===== src/hw/rtl/fsqrt_pkg.sv =====
`default_nettype none
package fsqrt_pkg;
	localparam logic [31:0] QNAN_BITS = 32'h7fc00000;
	localparam logic [31:0] SIGN_MASK = 32'h80000000;
	localparam int RAD_W = 50;
	localparam int ROOT_W = 25;
	localparam int REM_W = 27;
	localparam int NUM_STEPS = 25;
	localparam int STEPS_PER_STAGE = 5;

	typedef struct packed {
		logic        special;
		logic [31:0] special_bits;
		logic [7:0]  out_exp;
	} fsqrt_side_t;
endpackage
`default_nettype wire


===== src/hw/rtl/fsqrt_prep.sv =====
`default_nettype none
module fsqrt_prep (
	input  wire logic [31:0]              operand_bits,
	output fsqrt_pkg::fsqrt_side_t        side,
	output logic [fsqrt_pkg::RAD_W-1:0]   rad
);
	import fsqrt_pkg::*;

	logic [7:0]  expo;
	logic [4:0]  lead;
	logic [5:0]  sh;
	logic [9:0]  e2;
	logic [63:0] wide;

	assign expo = operand_bits[30:23];

	// leading one of a subnormal fraction
	always_comb begin
		lead = 5'd0;
		for (int i = 0; i < 23; i++) begin
			if (operand_bits[i]) begin
				lead = 5'(i);
			end
		end
	end

	always_comb begin
		side.special = 1'b0;
		side.special_bits = operand_bits;
		rad = '0;
		e2 = '0;
		sh = '0;
		wide = '0;
		if (operand_bits == 32'd0 || operand_bits == SIGN_MASK) begin
			side.special = 1'b1;
		end else if (expo == 8'hff || operand_bits[31]) begin
			side.special = 1'b1;
			side.special_bits = QNAN_BITS;
		end else if (expo != 8'd0) begin
			e2 = 10'(expo) - 10'd127;
			if (expo[0]) begin
				wide = {40'd0, 1'b1, operand_bits[22:0]} << 25;
			end else begin
				wide = {40'd0, 1'b1, operand_bits[22:0]} << 26;
				e2 = e2 - 10'd1;
			end
			rad = wide[RAD_W-1:0];
		end else begin
			if (lead[0]) begin
				e2 = 10'(lead) - 10'd149;
				sh = 6'd48 - 6'(lead);
			end else begin
				e2 = 10'(lead) - 10'd150;
				sh = 6'd49 - 6'(lead);
			end
			wide = {32'd0, operand_bits} << sh;
			rad = wide[RAD_W-1:0];
		end
		side.out_exp = 8'({e2[9], e2[9:1]} + 10'd127);
	end
endmodule
`default_nettype wire


===== src/hw/rtl/fsqrt_stage.sv =====
`default_nettype none
module fsqrt_stage #(
	parameter int STEPS = fsqrt_pkg::STEPS_PER_STAGE
) (
	input  wire logic [fsqrt_pkg::RAD_W-1:0]  rad_in,
	input  wire logic [fsqrt_pkg::ROOT_W-1:0] root_in,
	input  wire logic [fsqrt_pkg::REM_W-1:0]  rem_in,
	output logic [fsqrt_pkg::RAD_W-1:0]       rad_out,
	output logic [fsqrt_pkg::ROOT_W-1:0]      root_out,
	output logic [fsqrt_pkg::REM_W-1:0]       rem_out
);
	import fsqrt_pkg::*;

	logic [REM_W-1:0] rem_v;
	logic [REM_W-1:0] trial;
	logic [ROOT_W-1:0] root_v;
	logic [RAD_W-1:0] rad_v;

	// restoring steps, one bit pair each, radicand shifts left
	always_comb begin
		rem_v = rem_in;
		root_v = root_in;
		rad_v = rad_in;
		trial = '0;
		for (int i = 0; i < STEPS; i++) begin
			rem_v = {rem_v[REM_W-3:0], rad_v[RAD_W-1:RAD_W-2]};
			rad_v = {rad_v[RAD_W-3:0], 2'b00};
			trial = {root_v[REM_W-3:0], 2'b01};
			if (trial <= rem_v) begin
				rem_v = rem_v - trial;
				root_v = {root_v[ROOT_W-2:0], 1'b1};
			end else begin
				root_v = {root_v[ROOT_W-2:0], 1'b0};
			end
		end
		rad_out = rad_v;
		root_out = root_v;
		rem_out = rem_v;
	end
endmodule
`default_nettype wire


===== src/hw/rtl/float32_square_root.sv =====
// float32_square_root: ieee single-precision square root on raw bits
// input channel: operand_valid / operand_stall with operand_bits
// output channel: root_valid / root_stall with root_bits
// zeros pass through; negatives, nan and infinities give 7fc00000
// an accepted word passes the input stage and then the five root stages before root_valid
// throughput: one word per cycle while operand_stall is low; set by the five-stage pipeline of
// the 25-step restoring root, five bit pairs per stage, plus an
// input stage that aligns the significand
// stalls: root_stall holds the output word; a bubble is filled while
// the output holds, so operand_stall rises only when every stage is full
// reset clears all valid bits; no word is in flight after reset
`default_nettype none
module float32_square_root (
	input  wire logic        clk,
	input  wire logic        arst_n,
	input  wire logic        operand_valid,
	output logic             operand_stall,
	input  wire logic [31:0] operand_bits,
	output logic             root_valid,
	input  wire logic        root_stall,
	output logic [31:0]      root_bits
);
	import fsqrt_pkg::*;

	localparam int NST = NUM_STEPS / STEPS_PER_STAGE;

	fsqrt_side_t        side_c;
	logic [RAD_W-1:0]   rad_c;
	logic               v_s1;
	fsqrt_side_t        side_s1;
	logic [RAD_W-1:0]   rad_s1;

	logic               v_q [NST];
	fsqrt_side_t        side_q [NST];
	logic [RAD_W-1:0]   rad_q [NST];
	logic [ROOT_W-1:0]  root_q [NST];
	logic [REM_W-1:0]   rem_q [NST];
	logic [RAD_W-1:0]   rad_n [NST];
	logic [ROOT_W-1:0]  root_n [NST];
	logic [REM_W-1:0]   rem_n [NST];
	logic               adv [NST+1];

	fsqrt_prep u_prep (
		.operand_bits(operand_bits),
		.side(side_c),
		.rad(rad_c)
	);

	// a stage advances when it is empty or its successor advances
	always_comb begin
		adv[NST] = !root_stall || !v_q[NST-1];
		for (int i = NST - 1; i >= 1; i--) begin
			adv[i] = adv[i+1] || !v_q[i-1];
		end
		adv[0] = adv[1] || !v_s1;
	end
	assign operand_stall = !adv[0];

	always_ff @(posedge clk or negedge arst_n) begin
		if (!arst_n) begin
			v_s1 <= 1'b0;
		end else if (adv[0]) begin
			v_s1 <= operand_valid;
		end
	end
	always_ff @(posedge clk) begin
		if (adv[0]) begin
			side_s1 <= side_c;
			rad_s1 <= rad_c;
		end
	end

	for (genvar g = 0; g < NST; g++) begin : g_st
		if (g == 0) begin : g_first
			fsqrt_stage #(.STEPS(STEPS_PER_STAGE)) u_st (
				.rad_in(rad_s1), .root_in('0), .rem_in('0),
				.rad_out(rad_n[g]), .root_out(root_n[g]), .rem_out(rem_n[g])
			);
		end else begin : g_rest
			fsqrt_stage #(.STEPS(STEPS_PER_STAGE)) u_st (
				.rad_in(rad_q[g-1]), .root_in(root_q[g-1]), .rem_in(rem_q[g-1]),
				.rad_out(rad_n[g]), .root_out(root_n[g]), .rem_out(rem_n[g])
			);
		end
		always_ff @(posedge clk or negedge arst_n) begin
			if (!arst_n) begin
				v_q[g] <= 1'b0;
			end else if (adv[g+1]) begin
				v_q[g] <= (g == 0) ? v_s1 : v_q[(g == 0) ? 0 : g-1];
			end
		end
		always_ff @(posedge clk) begin
			if (adv[g+1]) begin
				side_q[g] <= (g == 0) ? side_s1 : side_q[(g == 0) ? 0 : g-1];
				rad_q[g] <= rad_n[g];
				root_q[g] <= root_n[g];
				rem_q[g] <= rem_n[g];
			end
		end
	end

	logic [ROOT_W-1:0] rnd;
	assign rnd = ROOT_W'(root_q[NST-1] + ROOT_W'(root_q[NST-1][0]));
	assign root_valid = v_q[NST-1];
	assign root_bits = side_q[NST-1].special ? side_q[NST-1].special_bits
		: {1'b0, side_q[NST-1].out_exp, rnd[23:1]};
endmodule
`default_nettype wire

===== config.mk =====
export PLATFORM = sky130hd
export DESIGN_NAME = float32_square_root
export DESIGN_NICKNAME = d
export VERILOG_FILES = /design/src/hw/rtl/fsqrt_pkg.sv /design/src/hw/rtl/fsqrt_prep.sv /design/src/hw/rtl/fsqrt_stage.sv /design/src/hw/rtl/float32_square_root.sv
export SDC_FILE = /design/constraint.sdc
export NUM_CORES = 2
export LEC_CHECK = 0
export BUFFER_PORTS_ARGS = -buffer_cell sky130_fd_sc_hd__buf_2
export CORE_UTILIZATION = 60
export CTS_CLUSTER_SIZE = 20
export DETAILED_ROUTE_END_ITERATION = 12
export PLACE_DENSITY_LB_ADDON = 0.05
export SETUP_SLACK_MARGIN = 0.5
export SYNTH_ARGS = -nofsm -noshare
export SYNTH_HDL_FRONTEND = slang
export SYNTH_SLANG_ARGS = --single-unit

===== constraint.sdc =====
create_clock -name clk -period 28.1 [get_ports clk]
set_clock_uncertainty 0.15 [all_clocks]
set_input_delay 1.405 -clock clk [delete_from_list [all_inputs] [get_ports clk]]
set_output_delay 1.405 -clock clk [all_outputs]
set_load 0.01 [all_outputs]

==> metrics.md <==
| Metric | Value |
|---|---|
| Status | `complete, no violations` |
| PwrDens | `131 nW/µm²` |
| # IOs | `70` |
| Reg area | `17,100 µm²` |
| Post-Place Worst Slack | `11.39 ns` |
| Synth Flop Type | `edfxtp_1` |
| CTS tree | `done` |
| First-pass GRT wire length | `227,000 µm` |
| Drt first pass iters | `10` |
| Crit-path most repeated cell | `o21ai_0` |
| Via count | `42,900` |
| CTS sink cnt | `571` |
| Slowest CP cell | `o21ai_0` |
| CTS Buf Count | `59` |
| Final WS setup | `11.00 ns` |
| Area growth syn-to-layout | `6.29%` |
| Post-layout minimum cycle time | `17.10 ns` |
| Ys Warns | `0` |
| Setup Total Neg Slack | `0 ns` |
| Leak | `23.9 nW` |
| Multi-input logic area | `31,600 µm²` |
| Worst min path class | `flop to flop` |
| Antenna violations before repair | `3` |
| GP Congestion | `0.986` |
| Initial core utilization | `60.8%` |
| Via density | `6.25` |
| Post-DP HPWL | `115,000 µm` |
| Synth unique cells | `123` |
| Critical path arrival | `17.35 ns` |
| Worst path required time | `28.35 ns` |
| CTS clk-pin slew, worst paths | `0.07 ns` |
| Grt ovf | `0` |
| CP Max Fanout | `49` |
| Top cells by area, synth | `edfxtp_1, ha_1, a21oi_1, xnor2_1, nor2_1` |
| Worst slew margin | `33.1%` |
| Total routed wirelength | `148,000 µm` |
| First DRT Iteration DRCs | `3,349` |
| Die area | `86,200 µm²` |
| Buffers on Ports | `69` |
| Hold buffers post-CTS | `0` |
| Num rows | `106` |
| Critical Path Source Type | `flop` |
| Mean routed wirelength per cell | `21.5 µm` |
| Layout cells sized above 1 | `6.36%` |
| Area leader, netlist | `edfxtp_1` |
| Tcrit/Tclk final | `60.9%` |
| Vias in the first global route | `40,700` |
| Register area share after synthesis | `33.6%` |
| Hold violation total from the final report | `0` |
| FF-to-FF setup slack | `11.00 ns` |
| Slew @ Worst Pin | `0.979 ns` |
| Fin. max-slew vios | `0` |
| Total GRT Usage | `33.3%` |
| Fillers | `7,228` |
| Mapped Area | `51,000 µm²` |
| Top cell type's share of synthesized area | `33.3%` |
| Pin count of the biggest net entering global routing | `76` |
| Nets@finish | `6,260` |
| Post-DRT Antenna Nets | `0` |
| RSZ-0062 raised after global routing | `false` |
| Yosys reg bits | `571` |
| H-tree Lvls | `2` |
| Syn avg cell area | `8.94 µm²` |
| Peak VDD IR | `0.126 mV` |
| FFs w/ async S/R, synth | `1.05%` |
| Clock tree buffer depth | `3` |
| Clock Tree Root | `clkbuf_16` |
| # Post-CTS Setup Buffers | `0` |
| PostCTS Resize Cnt | `0` |
| Worst skew pair latency | `0.65 ns` |
| Final Setup Violations | `0` |
| EDFF count, synth | `565` |
| Crit-path max cell delay | `0.63 ns` |
| Path type of the worst setup path | `flop to flop` |
| Worst setup EP type | `flop` |
| Max_cap viols | `0` |
| Peak Freq | `58.5 MHz` |
| # DRC | `0` |
| Die height | `294 µm` |
| Core ar. | `84,000 µm²` |
| Die X-Extent | `294 µm` |
| Syn Inst Count | `5,703` |
[logic make-up (layout without fill, tap and decap cells)]
family,after synthesis,in the layout,synth area share (%)
simple gates,1742,1742,17.2
compound gates,1618,1618,20.3
buf+inv,634,646,4.80
flops,571,571,33.6
fa+ha+maj,550,550,13.5
xor+xnor,441,441,7.60
mux,145,145,2.99
other cells,2,12,0.0147
[path summary, 6_finish.rpt]
path	startpoint	to	depth (start not counted)
worst min-delay path	rad_q[0][18]$_DFFE_PP_	rad_q[0][68]$_DFFE_PP_	0
min in group asynchronous	arst_n	v_q[1]$_DFFE_PN0P_	1
worst min register to register	rad_q[0][18]$_DFFE_PP_	rad_q[0][68]$_DFFE_PP_	0
worst max-delay path	root_q[0][64]$_DFFE_PP_	rem_q[0][88]$_DFFE_PP_	58
max in group asynchronous	arst_n	root_valid$_DFFE_PN0P_	1
worst max register to register	root_q[0][64]$_DFFE_PP_	rem_q[0][88]$_DFFE_PP_	58
[cells in the mapped netlist (all sizes together) (47+ instances only)]
cell / number
a211oi: 66
a21o: 209
a21oi: 515
a31oi: 55
and2: 65
and3: 48
clkbuf: 156
edfxtp: 565
ha: 550
inv: 436
mux2: 52
mux2i: 93
nand2: 432
nand2b: 81
nand3: 122
nand4: 85
nor2: 463
nor2b: 83
nor3: 130
nor4: 47
o21a: 56
o21ai: 348
o21bai: 56
xnor2: 262
xor2: 179
[state kept, by name (all words and copies together) (netlist names)]
| name | flops |
|---|---|
| root_q | 74 |
| v_s1 | 1 |
| rad_s1 | 49 |
| root_valid | 1 |
| side_q | 205 |
| side_s1 | 41 |
| v_q | 4 |
| rem_q | 100 |
| rad_q | 96 |
[layout by cell type, fill, tap and decap left out, types with 83 or more instances in the layout]
cell | Yosys | final
nor2_1 | 460 | 460
nor2b_1 | 83 | 83
o21ai_0 | 337 | 336
inv_1 | 429 | 427
a21o_1 | 208 | 208
nor3_1 | 127 | 127
xnor2_1 | 260 | 259
mux2i_1 | 92 | 91
xor2_1 | 179 | 178
a21oi_1 | 511 | 511
nand2_1 | 432 | 429
edfxtp_1 | 565 | 565
nand3_1 | 118 | 117
ha_1 | 550 | 550
nand4_1 | 83 | 83
[metrics by stage]
step	instance area, µm²	utilization (%)	hold WS [ns]	std cells	total power [mW]
after floorplan	51000	-	0.250	5711	5.06
after global placement	52300	62.3	0.250	6747	6.19
after detailed placement	52300	62.3	0.255	6747	6.25
after CTS	54200	64.6	0.215	6857	7.05
after global routing	54200	64.6	0.222	6859	7.67
final	54200	64.6	0.217	6859	7.11
[area by class of cell]
cell class              instances  area share [%]
clock buffers                  69            2.79
repair buffers                 96            1.01
flip-flops and latches        571            31.6
inverters                     440            3.07
clock inverters                41           0.715
diodes                          2         0.00923
well taps                    1134            2.62
multi-input cells            4506            58.2
[worst max-delay path: cells and delay by family, from the launching register on]
kind	cells	cell delay, ns
compound gates	26	6.14
simple gates	20	4.88
fa+ha+maj	5	2.40
buf+inv	6	2.28
flops	1	0.59
mux	1	0.33
[report_power, final]
| group | switching [mW] | internal, mW |
|---|---|---|
| logic | 3.08 | 1.87 |
| registers | 0.158 | 1.25 |
| clock network | 0.353 | 0.413 |
| total | 3.59 | 3.53 |
[layer usage]
layer	track usage (%)	vias up	part of all wire [%]
met1	41.5	20300	41
met5	0	-	0
met3	3.36	401	5.5
li1	-	20700	-
met2	58.1	1468	48
met4	15.5	0	4.9
(Power assumes the default switching activity.)
